## src/hdl/mudc_pkg.sv

```systemverilog
// Shared constants, codes and bundle types for the mesh uplink discovery controller.
`timescale 1ns / 1ps
package mudc_pkg;

  localparam int ADDRESS_WIDTH_DEFAULT = 8;
  localparam int STRENGTH_W = 8;
  localparam int KIND_W     = 3;
  localparam int REQ_W      = 3;
  localparam int STATUS_W   = 3;
  localparam int RETRY_W    = 4;
  localparam int CFG_IDX_W  = 3;

  // request types
  localparam logic [REQ_W-1:0] REQ_PACKET  = 3'd0;
  localparam logic [REQ_W-1:0] REQ_OUTCOME = 3'd1;
  localparam logic [REQ_W-1:0] REQ_OWN     = 3'd2;
  localparam logic [REQ_W-1:0] REQ_LOOK    = 3'd3;
  localparam logic [REQ_W-1:0] REQ_WEND    = 3'd4;

  // packet kinds
  localparam logic [KIND_W-1:0] K_DATA = 3'd0;
  localparam logic [KIND_W-1:0] K_ASK  = 3'd1;
  localparam logic [KIND_W-1:0] K_AMC  = 3'd2;
  localparam logic [KIND_W-1:0] K_HAVE = 3'd3;
  localparam logic [KIND_W-1:0] K_DROP = 3'd4;

  // result status
  localparam logic [STATUS_W-1:0] ST_SUCCESS = 3'd0;
  localparam logic [STATUS_W-1:0] ST_IGNORED = 3'd1;
  localparam logic [STATUS_W-1:0] ST_FAIL    = 3'd2;
  localparam logic [STATUS_W-1:0] ST_DROPPED = 3'd3;
  localparam logic [STATUS_W-1:0] ST_AWAIT   = 3'd4;
  localparam logic [STATUS_W-1:0] ST_BUSY    = 3'd5;

  // register indexes
  localparam logic [CFG_IDX_W-1:0] CFG_NODE_ID   = 3'd0;
  localparam logic [CFG_IDX_W-1:0] CFG_IS_COORD  = 3'd1;
  localparam logic [CFG_IDX_W-1:0] CFG_MIN_STR   = 3'd2;
  localparam logic [CFG_IDX_W-1:0] CFG_RETRY_LIM = 3'd3;
  localparam logic [CFG_IDX_W-1:0] CFG_ACK_EN    = 3'd4;
  localparam logic [CFG_IDX_W-1:0] CFG_BCAST     = 3'd5;

  // reset values of the registers
  localparam logic [STRENGTH_W-1:0] MIN_STR_RESET   = 8'd128;
  localparam logic [RETRY_W-1:0]    RETRY_LIM_RESET = 4'd3;

  typedef struct packed {
    logic                  is_coordinator;
    logic [STRENGTH_W-1:0] min_strength;
    logic [RETRY_W-1:0]    retry_limit;
    logic                  ack_enable;
  } cfg_t;

  typedef struct packed {
    logic [REQ_W-1:0]      req_type;
    logic [KIND_W-1:0]     packet_kind;
    logic [STRENGTH_W-1:0] signal_strength;
    logic                  acknowledged;
  } item_t;

  typedef struct packed {
    logic                  send_valid;
    logic [KIND_W-1:0]     send_kind;
    logic                  send_held_packet;
    logic [STATUS_W-1:0]   status;
    logic                  uplink_up;
    logic [STRENGTH_W-1:0] hop_strength;
  } res_t;

endpackage

```

## src/hdl/mudc_cfg_regs.sv

```systemverilog
// Configuration register file with plain write port.
`timescale 1ns / 1ps
module mudc_cfg_regs import mudc_pkg::*; #(
  parameter int ADDRESS_WIDTH = ADDRESS_WIDTH_DEFAULT,
  localparam int CFG_W = (ADDRESS_WIDTH > STRENGTH_W) ? ADDRESS_WIDTH : STRENGTH_W
) (
  input  logic                     clk,
  input  logic                     rst,
  input  logic                     cfg_we,
  input  logic [CFG_IDX_W-1:0]     cfg_index,
  input  logic [CFG_W-1:0]         cfg_data,
  output cfg_t                     cfg,
  output logic [ADDRESS_WIDTH-1:0] bcast
);

  always_ff @(posedge clk) begin
    if (rst) begin
      cfg.is_coordinator <= 1'b0;
      cfg.min_strength   <= MIN_STR_RESET;
      cfg.retry_limit    <= RETRY_LIM_RESET;
      cfg.ack_enable     <= 1'b1;
      bcast              <= '1;
    end else if (cfg_we) begin
      case (cfg_index)
        CFG_NODE_ID: begin
          // own address only matters for packet assembly, outside this block
        end
        CFG_IS_COORD:  cfg.is_coordinator <= cfg_data[0];
        CFG_MIN_STR:   cfg.min_strength   <= cfg_data[STRENGTH_W-1:0];
        CFG_RETRY_LIM: cfg.retry_limit    <= cfg_data[RETRY_W-1:0];
        CFG_ACK_EN:    cfg.ack_enable     <= cfg_data[0];
        CFG_BCAST:     bcast              <= cfg_data[ADDRESS_WIDTH-1:0];
        default: begin
        end
      endcase
    end
  end

endmodule

```

## src/hdl/mudc_in_reg.sv

```systemverilog
// Input request register.
`timescale 1ns / 1ps
module mudc_in_reg import mudc_pkg::*; #(
  parameter int ADDRESS_WIDTH = ADDRESS_WIDTH_DEFAULT
) (
  input  logic                     clk,
  input  logic                     rst,
  input  logic                     in_valid,
  output logic                     in_stall,
  input  item_t                    in_item,
  input  logic [ADDRESS_WIDTH-1:0] in_src,
  input  logic                     advance,
  output logic                     held_valid,
  output item_t                    held_item,
  output logic [ADDRESS_WIDTH-1:0] held_src
);

  logic load;

  assign in_stall = held_valid & ~advance;
  assign load     = in_valid & ~in_stall;

  always_ff @(posedge clk) begin
    if (rst) begin
      held_valid <= 1'b0;
    end else if (load) begin
      held_valid <= 1'b1;
    end else if (advance) begin
      held_valid <= 1'b0;
    end
  end

  always_ff @(posedge clk) begin
    if (load) begin
      held_item <= in_item;
      held_src  <= in_src;
    end
  end

endmodule

```

## src/hdl/mudc_node_core.sv

```systemverilog
// Node state and per-request decision logic.
`timescale 1ns / 1ps
module mudc_node_core import mudc_pkg::*; #(
  parameter int ADDRESS_WIDTH = ADDRESS_WIDTH_DEFAULT
) (
  input  logic                     clk,
  input  logic                     rst,
  input  logic                     fire,
  input  item_t                    item,
  input  logic [ADDRESS_WIDTH-1:0] src,
  input  cfg_t                     cfg,
  input  logic [ADDRESS_WIDTH-1:0] bcast,
  output res_t                     res,
  output logic [ADDRESS_WIDTH-1:0] res_dest,
  output logic [ADDRESS_WIDTH-1:0] res_hop
);

  logic                     uplink_flag, uplink_flag_next;
  logic                     candidate_found, candidate_found_next;
  logic [ADDRESS_WIDTH-1:0] next_hop, next_hop_next;
  logic [STRENGTH_W-1:0]    best_strength, best_strength_next;
  logic                     send_pending, send_pending_next;
  logic [KIND_W-1:0]        pending_kind, pending_kind_next;
  logic [ADDRESS_WIDTH-1:0] pending_destination, pending_destination_next;
  logic                     pending_held, pending_held_next;
  logic                     drop_on_failure, drop_on_failure_next;
  logic [RETRY_W-1:0]       fail_count, fail_count_next;

  logic                     do_send, do_drop;
  logic [KIND_W-1:0]        s_kind;
  logic [ADDRESS_WIDTH-1:0] s_dest;
  logic                     s_held, s_dof;

  always_comb begin
    uplink_flag_next         = uplink_flag;
    candidate_found_next     = candidate_found;
    next_hop_next            = next_hop;
    best_strength_next       = best_strength;
    send_pending_next        = send_pending;
    pending_kind_next        = pending_kind;
    pending_destination_next = pending_destination;
    pending_held_next        = pending_held;
    drop_on_failure_next     = drop_on_failure;
    fail_count_next          = fail_count;

    do_send = 1'b0;
    do_drop = 1'b0;
    s_kind  = K_DATA;
    s_dest  = '0;
    s_held  = 1'b0;
    s_dof   = 1'b0;

    res.send_valid       = 1'b0;
    res.send_kind        = K_DATA;
    res.send_held_packet = 1'b0;
    res.status           = ST_IGNORED;
    res_dest             = '0;

    if (send_pending && item.req_type != REQ_OUTCOME) begin
      res.status = ST_BUSY;
    end else begin
      case (item.req_type)
        REQ_PACKET: begin
          if (cfg.is_coordinator) begin
            if (item.packet_kind == K_DATA) begin
              res.status = ST_SUCCESS;
            end else if (item.packet_kind == K_ASK) begin
              do_send = 1'b1; s_kind = K_AMC; s_dest = src;
            end
          end else if (uplink_flag) begin
            if (item.packet_kind == K_DATA) begin
              do_send = 1'b1; s_kind = K_DATA; s_dest = next_hop;
              s_held = 1'b1;  s_dof = 1'b1;
            end else if (item.packet_kind == K_DROP) begin
              do_drop = (src == next_hop);
            end else if (item.packet_kind == K_ASK) begin
              do_send = 1'b1; s_kind = K_HAVE; s_dest = src;
            end
          end else begin
            if (item.packet_kind == K_AMC || item.packet_kind == K_HAVE) begin
              if (item.signal_strength > cfg.min_strength &&
                  item.signal_strength > best_strength) begin
                candidate_found_next = 1'b1;
                best_strength_next   = item.signal_strength;
                next_hop_next        = src;
                res.status           = ST_SUCCESS;
              end
            end else if (item.packet_kind == K_DATA) begin
              // no uplink yet: tell the sender its data went nowhere
              do_send = 1'b1; s_kind = K_DROP; s_dest = src;
            end
          end
        end
        REQ_OUTCOME: begin
          if (send_pending) begin
            if (item.acknowledged) begin
              send_pending_next = 1'b0;
              res.status        = ST_SUCCESS;
            end else if (fail_count < cfg.retry_limit) begin
              fail_count_next      = fail_count + RETRY_W'(1);
              res.send_valid       = 1'b1;
              res.send_kind        = pending_kind;
              res_dest             = pending_destination;
              res.send_held_packet = pending_held;
              res.status           = ST_AWAIT;
            end else begin
              send_pending_next = 1'b0;
              if (drop_on_failure) begin
                do_drop = 1'b1;
              end else begin
                res.status = ST_FAIL;
              end
            end
          end
        end
        REQ_OWN: begin
          if (!cfg.is_coordinator && uplink_flag) begin
            do_send = 1'b1; s_kind = K_DATA; s_dest = next_hop; s_dof = 1'b1;
          end
        end
        REQ_LOOK: begin
          if (!cfg.is_coordinator && !uplink_flag) begin
            do_send = 1'b1; s_kind = K_ASK; s_dest = bcast;
          end
        end
        REQ_WEND: begin
          if (!cfg.is_coordinator && !uplink_flag && candidate_found) begin
            candidate_found_next = 1'b0;
            uplink_flag_next     = 1'b1;
            do_send = 1'b1; s_kind = K_HAVE; s_dest = bcast;
          end
        end
        default: begin
        end
      endcase
    end

    if (do_send) begin
      res.send_valid       = 1'b1;
      res.send_kind        = s_kind;
      res_dest             = s_dest;
      res.send_held_packet = s_held;
      if (cfg.ack_enable && s_dest != bcast) begin
        send_pending_next        = 1'b1;
        pending_kind_next        = s_kind;
        pending_destination_next = s_dest;
        pending_held_next        = s_held;
        drop_on_failure_next     = s_dof;
        fail_count_next          = '0;
        res.status               = ST_AWAIT;
      end else begin
        res.status = ST_SUCCESS;
      end
    end

    if (do_drop) begin
      uplink_flag_next     = 1'b0;
      best_strength_next   = '0;
      res.send_valid       = 1'b1;
      res.send_kind        = K_DROP;
      res_dest             = bcast;
      res.send_held_packet = 1'b0;
      res.status           = ST_DROPPED;
    end

    res.uplink_up    = uplink_flag_next;
    res.hop_strength = best_strength_next;
    res_hop          = next_hop_next;
  end

  always_ff @(posedge clk) begin
    if (rst) begin
      uplink_flag         <= 1'b0;
      candidate_found     <= 1'b0;
      next_hop            <= '0;
      best_strength       <= '0;
      send_pending        <= 1'b0;
      pending_kind        <= K_DATA;
      pending_destination <= '0;
      pending_held        <= 1'b0;
      drop_on_failure     <= 1'b0;
      fail_count          <= '0;
    end else if (fire) begin
      uplink_flag         <= uplink_flag_next;
      candidate_found     <= candidate_found_next;
      next_hop            <= next_hop_next;
      best_strength       <= best_strength_next;
      send_pending        <= send_pending_next;
      pending_kind        <= pending_kind_next;
      pending_destination <= pending_destination_next;
      pending_held        <= pending_held_next;
      drop_on_failure     <= drop_on_failure_next;
      fail_count          <= fail_count_next;
    end
  end

endmodule

```

## src/hdl/mudc_out_reg.sv

```systemverilog
// Result register on the output channel.
`timescale 1ns / 1ps
module mudc_out_reg import mudc_pkg::*; #(
  parameter int ADDRESS_WIDTH = ADDRESS_WIDTH_DEFAULT
) (
  input  logic                     clk,
  input  logic                     rst,
  input  logic                     held_valid,
  output logic                     advance,
  input  res_t                     res,
  input  logic [ADDRESS_WIDTH-1:0] res_dest,
  input  logic [ADDRESS_WIDTH-1:0] res_hop,
  output logic                     out_valid,
  input  logic                     out_stall,
  output res_t                     out_res,
  output logic [ADDRESS_WIDTH-1:0] out_dest,
  output logic [ADDRESS_WIDTH-1:0] out_hop
);

  logic load;

  assign advance = ~out_valid | ~out_stall;
  assign load    = held_valid & advance;

  always_ff @(posedge clk) begin
    if (rst) begin
      out_valid <= 1'b0;
    end else if (advance) begin
      out_valid <= held_valid;
    end
  end

  always_ff @(posedge clk) begin
    if (load) begin
      out_res  <= res;
      out_dest <= res_dest;
      out_hop  <= res_hop;
    end
  end

endmodule

```

## src/hdl/mesh_uplink_discovery_controller.sv

```systemverilog
// Mesh uplink discovery controller: top level.
// A request waits in the input register; the node core decides it and the result register drives out_valid.
// Throughput: one request per cycle while the result channel is not stalled; the node state feedback is combinational.
// A stalled result holds the input register, which then stalls the input channel.
// Reset (rst, synchronous): registers to defaults, node state cleared, both stages empty.
`timescale 1ns / 1ps
module mesh_uplink_discovery_controller import mudc_pkg::*; #(
  parameter int ADDRESS_WIDTH = ADDRESS_WIDTH_DEFAULT,
  localparam int CFG_W = (ADDRESS_WIDTH > STRENGTH_W) ? ADDRESS_WIDTH : STRENGTH_W
) (
  input  logic                     clk,
  input  logic                     rst,
  // configuration write port
  input  logic                     cfg_we,
  input  logic [CFG_IDX_W-1:0]     cfg_index,
  input  logic [CFG_W-1:0]         cfg_data,
  // request channel
  input  logic                     in_valid,
  output logic                     in_stall,
  input  logic [REQ_W-1:0]         req_type,
  input  logic [KIND_W-1:0]        packet_kind,
  input  logic [ADDRESS_WIDTH-1:0] source_address,
  input  logic [STRENGTH_W-1:0]    signal_strength,
  input  logic                     acknowledged,
  // result channel
  output logic                     out_valid,
  input  logic                     out_stall,
  output logic                     send_valid,
  output logic [KIND_W-1:0]        send_kind,
  output logic [ADDRESS_WIDTH-1:0] send_destination,
  output logic                     send_held_packet,
  output logic [STATUS_W-1:0]      status,
  output logic                     uplink_up,
  output logic [ADDRESS_WIDTH-1:0] hop_address,
  output logic [STRENGTH_W-1:0]    hop_strength
);

  cfg_t                     cfg;
  logic [ADDRESS_WIDTH-1:0] bcast;

  item_t                    in_item;
  item_t                    held_item;
  logic [ADDRESS_WIDTH-1:0] held_src;
  logic                     held_valid;
  logic                     advance;
  logic                     fire;

  res_t                     res;
  res_t                     out_res;
  logic [ADDRESS_WIDTH-1:0] res_dest, res_hop;

  assign in_item.req_type        = req_type;
  assign in_item.packet_kind     = packet_kind;
  assign in_item.signal_strength = signal_strength;
  assign in_item.acknowledged    = acknowledged;

  // node state moves only when the held request drops into the result register
  assign fire = held_valid & advance;

  mudc_cfg_regs #(.ADDRESS_WIDTH(ADDRESS_WIDTH)) u_cfg (
    .clk       (clk),
    .rst       (rst),
    .cfg_we    (cfg_we),
    .cfg_index (cfg_index),
    .cfg_data  (cfg_data),
    .cfg       (cfg),
    .bcast     (bcast)
  );

  mudc_in_reg #(.ADDRESS_WIDTH(ADDRESS_WIDTH)) u_in (
    .clk        (clk),
    .rst        (rst),
    .in_valid   (in_valid),
    .in_stall   (in_stall),
    .in_item    (in_item),
    .in_src     (source_address),
    .advance    (advance),
    .held_valid (held_valid),
    .held_item  (held_item),
    .held_src   (held_src)
  );

  mudc_node_core #(.ADDRESS_WIDTH(ADDRESS_WIDTH)) u_core (
    .clk      (clk),
    .rst      (rst),
    .fire     (fire),
    .item     (held_item),
    .src      (held_src),
    .cfg      (cfg),
    .bcast    (bcast),
    .res      (res),
    .res_dest (res_dest),
    .res_hop  (res_hop)
  );

  mudc_out_reg #(.ADDRESS_WIDTH(ADDRESS_WIDTH)) u_out (
    .clk        (clk),
    .rst        (rst),
    .held_valid (held_valid),
    .advance    (advance),
    .res        (res),
    .res_dest   (res_dest),
    .res_hop    (res_hop),
    .out_valid  (out_valid),
    .out_stall  (out_stall),
    .out_res    (out_res),
    .out_dest   (send_destination),
    .out_hop    (hop_address)
  );

  assign send_valid       = out_res.send_valid;
  assign send_kind        = out_res.send_kind;
  assign send_held_packet = out_res.send_held_packet;
  assign status           = out_res.status;
  assign uplink_up        = out_res.uplink_up;
  assign hop_strength     = out_res.hop_strength;

endmodule

```

## config.mk

```make
export PLATFORM = sky130hd
export DESIGN_NAME = mesh_uplink_discovery_controller
export DESIGN_NICKNAME = d
export VERILOG_FILES = /design/src/hdl/mudc_pkg.sv /design/src/hdl/mudc_cfg_regs.sv /design/src/hdl/mudc_in_reg.sv /design/src/hdl/mudc_node_core.sv /design/src/hdl/mudc_out_reg.sv /design/src/hdl/mesh_uplink_discovery_controller.sv
export SDC_FILE = /design/constraint.sdc
export NUM_CORES = 1
export LEC_CHECK = 0
export BUFFER_PORTS_ARGS = -buffer_cell sky130_fd_sc_hd__buf_2
export CAP_MARGIN = 20
export CORE_UTILIZATION = 45
export CTS_BUF_LIST = sky130_fd_sc_hd__clkbuf_4 sky130_fd_sc_hd__clkbuf_8 sky130_fd_sc_hd__clkbuf_16
export DETAILED_ROUTE_END_ITERATION = 8
export GPL_ROUTABILITY_DRIVEN = 0
export PLACE_DENSITY = 0.67
export SLEW_MARGIN = 20
export SYNTH_ARGS = -nofsm -noshare
export SYNTH_HDL_FRONTEND = slang
export SYNTH_SLANG_ARGS = --single-unit
```

## constraint.sdc

```tcl
create_clock -name clk -period 3.4 [get_ports clk]
set_clock_uncertainty 0.15 [all_clocks]
set_input_delay 0.34 -clock clk [delete_from_list [all_inputs] [get_ports clk]]
set_output_delay 0.34 -clock clk [all_outputs]
set_load 0.03 [all_outputs]
```

; ---- After elaboration in Yosys (flattened, before gate mapping)
; Index checks and enable logic that the tools add are counted.
[classes]
eq_ne = 21
n_mux = 118
n_reduce_logical = 21
n_lt_le_gt_ge = 3
bitwise = 9
add_sub_neg = 1
[ops]
columns = cell, n
row1 = 2-to-1 mux 8 bit, 33
row2 = 2-to-1 mux 1 bit, 47
row3 = 2-to-1 mux 3 bit, 15
row4 = one-hot mux 8 bit (4 select lines), 1
row5 = 2-to-1 mux 4 bit, 7
row6 = 2-to-1 mux 5 bit, 4
row7 = equality test 3 x 2 -> 1 bit (second input constant), 6
row8 = > comparator 8 bit, 2
row9 = equality test 3 bit (second input constant), 4
row10 = AND reduction 2 bit, 5
row11 = equality test 3 x 1 -> 1 bit (second input constant), 3
row12 = one-hot mux 3 bit (3 select lines), 1
row13 = equality test 8 bit, 1
row14 = 2-to-1 mux 2 bit, 4
row15 = != test 8 bit, 1
row16 = AND reduction 8 bit, 1
row17 = 2-to-1 mux 7 bit, 1
row18 = logical AND 1 bit, 6
row19 = zero test 3 bit, 2
row20 = != test 2 x 1 -> 1 bit (second input constant), 3
row21 = one-hot mux 1 bit (2 select lines), 3
row22 = one-hot mux 3 bit (2 select lines), 1
row23 = NOT 1 bit, 5
row24 = adder 4 x 1 -> 4 bit (second input constant), 1
row25 = other kinds (11), 16
[word_totals]
word_cells = 203
inputBits = 39
register_bits = 116

; ---- Depth between registers and ports, before layout
[logic_depth]
word_depth = 12
depth_mapped = 13
depth_no_buf = 10

; ---- Modules after synthesis
; A second synthesis with hierarchy kept.
[hier_totals]
hier_cells = 577
area_unflattened_um2 = 6024.5
[modules_own_cells]
columns = mod, instances, area_per_inst_um2, cells_each, seq_area_each_um2
row1 = mudc_node_core, 1, 3300.7, 418, 720.7
row2 = mudc_out_reg, 1, 1029.7, 38, 1011.0
row3 = mudc_cfg_regs, 1, 947.2, 93, 440.4
row4 = mudc_in_reg, 1, 740.7, 27, 710.7
row5 = mesh_uplink_discovery_controller, 1, 6.3, 1, 0.0

; ---- Least setup slack after synthesis
; Ideal clock, no wire load.
[synth_path]
path_kind = reg2reg
from = reg u_cfg.cfg[13] (netlist name)
to = reg u_out.out_res[11] (netlist name)
t_required_ps = 2985
synth_period_minus_slack_ps = 3367
path_stages_with_launch = 12
setup_ps = 265
arrival_ps = 2952
setup_slack_ps = 33
path_cell_list = dfxtp_1 -> buf_6 -> or2_1 -> buf_6 -> and4_4 -> a2111o_1 -> and2_4 -> a221o_1 -> or4_4 -> buf_6 -> and3_4 -> or3_1
[synth_between]
elab_chain_len = 10
word_cells_on_any_way = 26
classes_between = eq/ne (1) / mux (20) / reduce/logical (5)
[synth_rtl]
columns = element, line_no
row1 = zero test 1 bit, "mudc_node_core.sv:117, mudc_node_core.sv:122, mudc_node_core.sv:127"
row2 = logical AND 1 bit, "mudc_node_core.sv:122, mudc_node_core.sv:127"
row3 = logical AND 1 bit, mudc_node_core.sv:127  ; if (!cfg.is_coordinator && !uplink_flag && candidate_found) begin
row4 = 2-to-1 mux 8 bit, mudc_node_core.sv:127
row5 = one-hot mux 8 bit (4 select lines), mudc_node_core.sv:62  ; case (item.req_type)
row6 = 2-to-1 mux 8 bit, mudc_node_core.sv:59  ; if (send_pending && item.req_type != REQ_OUTCOME) begin
row7 = != test 8 bit, mudc_node_core.sv:143  ; if (cfg.ack_enable && s_dest != bcast) begin
row8 = logical AND 1 bit, mudc_node_core.sv:143
row9 = 2-to-1 mux 3 bit, mudc_node_core.sv:143
row10 = 2-to-1 mux 7 bit, mudc_node_core.sv:138  ; if (do_send) begin
; Parallel ways exist; a longest one is shown, timed or not.
; A chain may end at the register's enable or synchronous reset.

; ---- Worst setup path after layout
[layout_path]
from = reg u_in.held_item[13] (netlist name)
to = reg u_out.out_res[11] (netlist name)
[layout_between]
elab_chain_len = 7
word_cells_on_any_way = 19
classes_between = eq/ne (6) / mux (10) / reduce/logical (3)
[layout_rtl]
columns = element, line_no
row1 = equality test 3 bit (tied with other cells), mudc_node_core.sv:62
row2 = one-hot mux 8 bit (4 select lines) / logical AND 1 bit (equally long branches), "mudc_node_core.sv:62, mudc_node_core.sv:59"
row3 = 2-to-1 mux 8 bit, mudc_node_core.sv:59
row4 = != test 8 bit, mudc_node_core.sv:143
row5 = logical AND 1 bit, mudc_node_core.sv:143
row6 = 2-to-1 mux 3 bit, mudc_node_core.sv:143
row7 = 2-to-1 mux 7 bit, mudc_node_core.sv:138
; Parallel ways exist; a longest one is shown, timed or not.

==> flow_summary.toml <==
[yosys]
synth.distinct_cells = 68
synthArstFlopShare_pct = 0
yosys_most_used_dff = "dfxtp_1"
synth_cells = 553
synth-seq-area-share_pct = 50.2
avgSynthCellArea_um2 = 10.4
synth-seq-cells = 116
synth_edf_count = 56
synth_area_um2 = 5740
syn_nets = 612
synth_warnings = 0

[cts]
cts_buffers = 17
cts_sinks = 116
clock_latency_ns = 0.42
clkTransAtPathRegs_ns = 0.05
clk_path_buf_depth = 2
cts_tree = "built"
htree_levels = 4
root_buffer = "clkbuf_16"

[power_and_ir_drop]
p_total_mw = 3.48
ir_drop_mv = 0.343
power_density_nw_per_um2 = 482
power.leakage_nw = 3.03

[final_layout]
final_common_cell = "buf_2"
drive_gt1_share_pct = 23.4
final_util_pct = 59.2
fin_nets = 726
syn2layout_area_growth_pct = 25.8
final_cell_mix = "buf_2 (73), dfxtp_1 (60), edfxtp_1 (56), nand2_1 (55), nor2_1 (53)"
n_fill_cell = 1039
antenna_cells = 0

[global_routing]
grtUsageTotal_pct = 22.3
grt_pass1_wl_mm = 22.2
first_global_vias = 4374
grt_overflow_total = 0
grtUsageMet3_pct = 5.54
grt.met1_usage_pct = 29.2
grt_max_degree = 51
grt.busiest_layer = "met2"
antenna_found_initial = 0
grt_util_met2_pct = 34.8

[detailed_routing]
via_per_inst = 5.54
route.antenna.remaining_nets = 0
vias = 4698
drt_wl_total_mm = 13.9
wl_per_cell_um = 16.4
drt_iter0_drc = 320
post-route-drc-count = 0
first_pass_iters = 5

[worst_hold_path]
worstHoldPathCells = 3
holdPathEnd = "u_cfg.bcast[6]"
min_from = "cfg_data[6]"
hold_class = "in -> reg"

[timing]
hold_viol = 0
period_share_pct = 96.7
setup_viol = 0
period_minus_slack_ns = 3.29
worst_slack_ns = 0.111
slew_headroom_pct = 57.8
fin_setup_tns_ns = 0
rsz0062_at_grt = "no"
worstMarginPinSlew_ns = 0.629
final_max_slew_viol_count = 0
timing.fmax_mhz = 304

[run_status]
outcome = "finished clean"

[run]
cap_violations = 0

[worst_setup_path]
cp-start-kind = "flip-flop"
r2r_end = "u_out.out_res[11]"
endpoint_kind = "flip-flop"
rr_startpoint = "u_in.held_item[13]"
rrSetupSlack_ns = 0.11
required_ns = 3.41
path_class = "reg -> reg"
reg2reg_depth = 8
arrival_ns = 3.30
critPathMaxFanout = 5

[floorplan]
rows = 40
die_w_um = 115
start_util_pct = 47.0
die_h_um = 115
dieArea_um2 = 13200
num_io_pins = 74
placeableCoreArea_um2 = 12200

[placement]
place_ws_ns = 0.118
port_buffers = 73
dpl.hpwl_mm = 9.67
synth_stat cells, types with 3 or more instances:
cell type / instances / area, um^2
nand3_1: 7 / 35.0
xnor2_1: 4 / 35.0
mux2i_1: 30 / 300
nand2b_1: 5 / 31.3
buf_2: 3 / 15.0
edfxtp_1: 56 / 1680
and3_1: 5 / 31.3
mux2_2: 11 / 124
o211ai_1: 9 / 67.6
a21o_1: 3 / 22.5
xor2_1: 5 / 43.8
a21oi_1: 32 / 160
nand3b_1: 3 / 22.5
a31oi_1: 4 / 25.0
o21ai_0: 9 / 45.0
nand4_1: 6 / 37.5
nor2_1: 53 / 199
clkbuf_1: 22 / 82.6
nor2b_1: 9 / 56.3
ha_1: 20 / 250
or3_1: 5 / 31.3
nand2_1: 55 / 206
a41o_1: 8 / 80.1
o21a_1: 7 / 52.6
or4_1: 7 / 52.6
a32o_1: 8 / 80.1
nand4b_1: 3 / 26.3
buf_6: 4 / 45.0
inv_1: 27 / 101
a221o_1: 12 / 120
nor3b_1: 5 / 37.5
a22oi_1: 5 / 37.5
nor3_1: 10 / 50.1
dfxtp_1: 60 / 1200
cells by family (layout without fill, tap and decap cells):
family,count (synthesis),count (layout),share of synthesized area [%]
adder cells (fa/ha/maj),20,20,4.36
AND/OR/NAND/NOR,189,189,16.7
XOR/XNOR,9,9,1.37
AO/OA/AOI/OAI,119,119,15.6
flip-flops,116,116,50.2
multiplexers,41,41,7.39
buffers and inverters,59,186,4.45
metal layers:
layer	part of all wire [%]	up-vias	wire [um]
li1	-	2295	-
met1	45	2189	6220
met2	47	188	6540
met3	5.9	26	826
met4	2.3	0	316
met5	0	-	0
sequential cells by signal (all words and copies together), names as in the netlist:
name / flops
u_core.send_pending: 1
u_core.drop_on_failure: 1
u_core.next_hop: 8
u_core.best_strength: 8
u_core.fail_count: 4
u_core.pending_destination: 8
u_core.candidate_found: 1
u_core.uplink_flag: 1
u_out.out_res: 17
u_core.pending_held: 1
u_cfg.bcast: 8
u_in.held_item: 15
u_out.out_hop: 8
u_out.out_valid: 1
u_out.out_dest: 8
u_in.held_valid: 1
u_cfg.cfg: 14
u_core.pending_kind: 3
u_in.held_src: 8
critical path, cell delays in order (launching register included):
cell	delay (ns)
edfxtp_1	0.44
or3_1	0.46
nor4_1	0.30
a211oi_1	0.10
a21boi_0	0.16
a221o_1	0.36
or4_4	0.56
and3_4	0.20
or3_1	0.29
per-stage QoR:
| step | cells | area [um^2] | hold slack [ns] |
|---|---|---|---|
| CTS | 847 | 7220 | 0.0200 |
| global route | 848 | 7230 | 0.0187 |
| finish | 848 | 7230 | 0.0332 |
| floorplan | 553 | 5740 | 0.288 |
| detailed placement | 791 | 6400 | 0.310 |
| global placement | 791 | 6400 | 0.299 |
how the worst max path moves through the flow:
stage / start / end / slack, ns / cells past startpoint
2_1_floorplan: u_cfg.cfg[13] / u_out.out_res[11] / 0.03 / 11
3_3_place_gp: u_in.held_item[13] / u_out.out_res[11] / 0.15 / 8
3_5_place_dp: u_in.held_item[13] / u_out.out_res[11] / 0.12 / 8
4_1_cts: u_in.held_item[13] / u_out.out_res[11] / 0.1 / 8
5_1_grt: u_in.held_item[13] / u_out.out_res[11] / 0.01 / 8
6_report: u_in.held_item[13] / u_out.out_res[11] / 0.11 / 8
where the power goes:
group          internal [mW]  leakage, nW  total (mW)  switching, mW
logic                  0.105         1.71       0.261          0.156
registers               1.51         1.02        1.54         0.0314
clock network           1.10        0.295        1.68          0.579
area by class of cell:
type,count,area [um^2],area share (%)
clock buffer,29,558,7.72
clock inverter,3,15.0,0.208
multi-input combinational,378,2620,36.2
tap,168,210,2.91
inverter,28,105,1.45
sequential,116,2880,39.9
timing repair buffer,126,836,11.6
what timing repair did:
| item | 4_1_cts | 5_1_grt |
|---|---|---|
| endpoints found under the hold margin | 24 | 0 |
| hold buffers | 24 | 0 |
| buffers inserted | 0 | 1 |
| setup endpoints to repair | 0 | 11 |
| gates resized for setup | 0 | 1 |
Note: power is estimated with default switching activity, not from simulation.
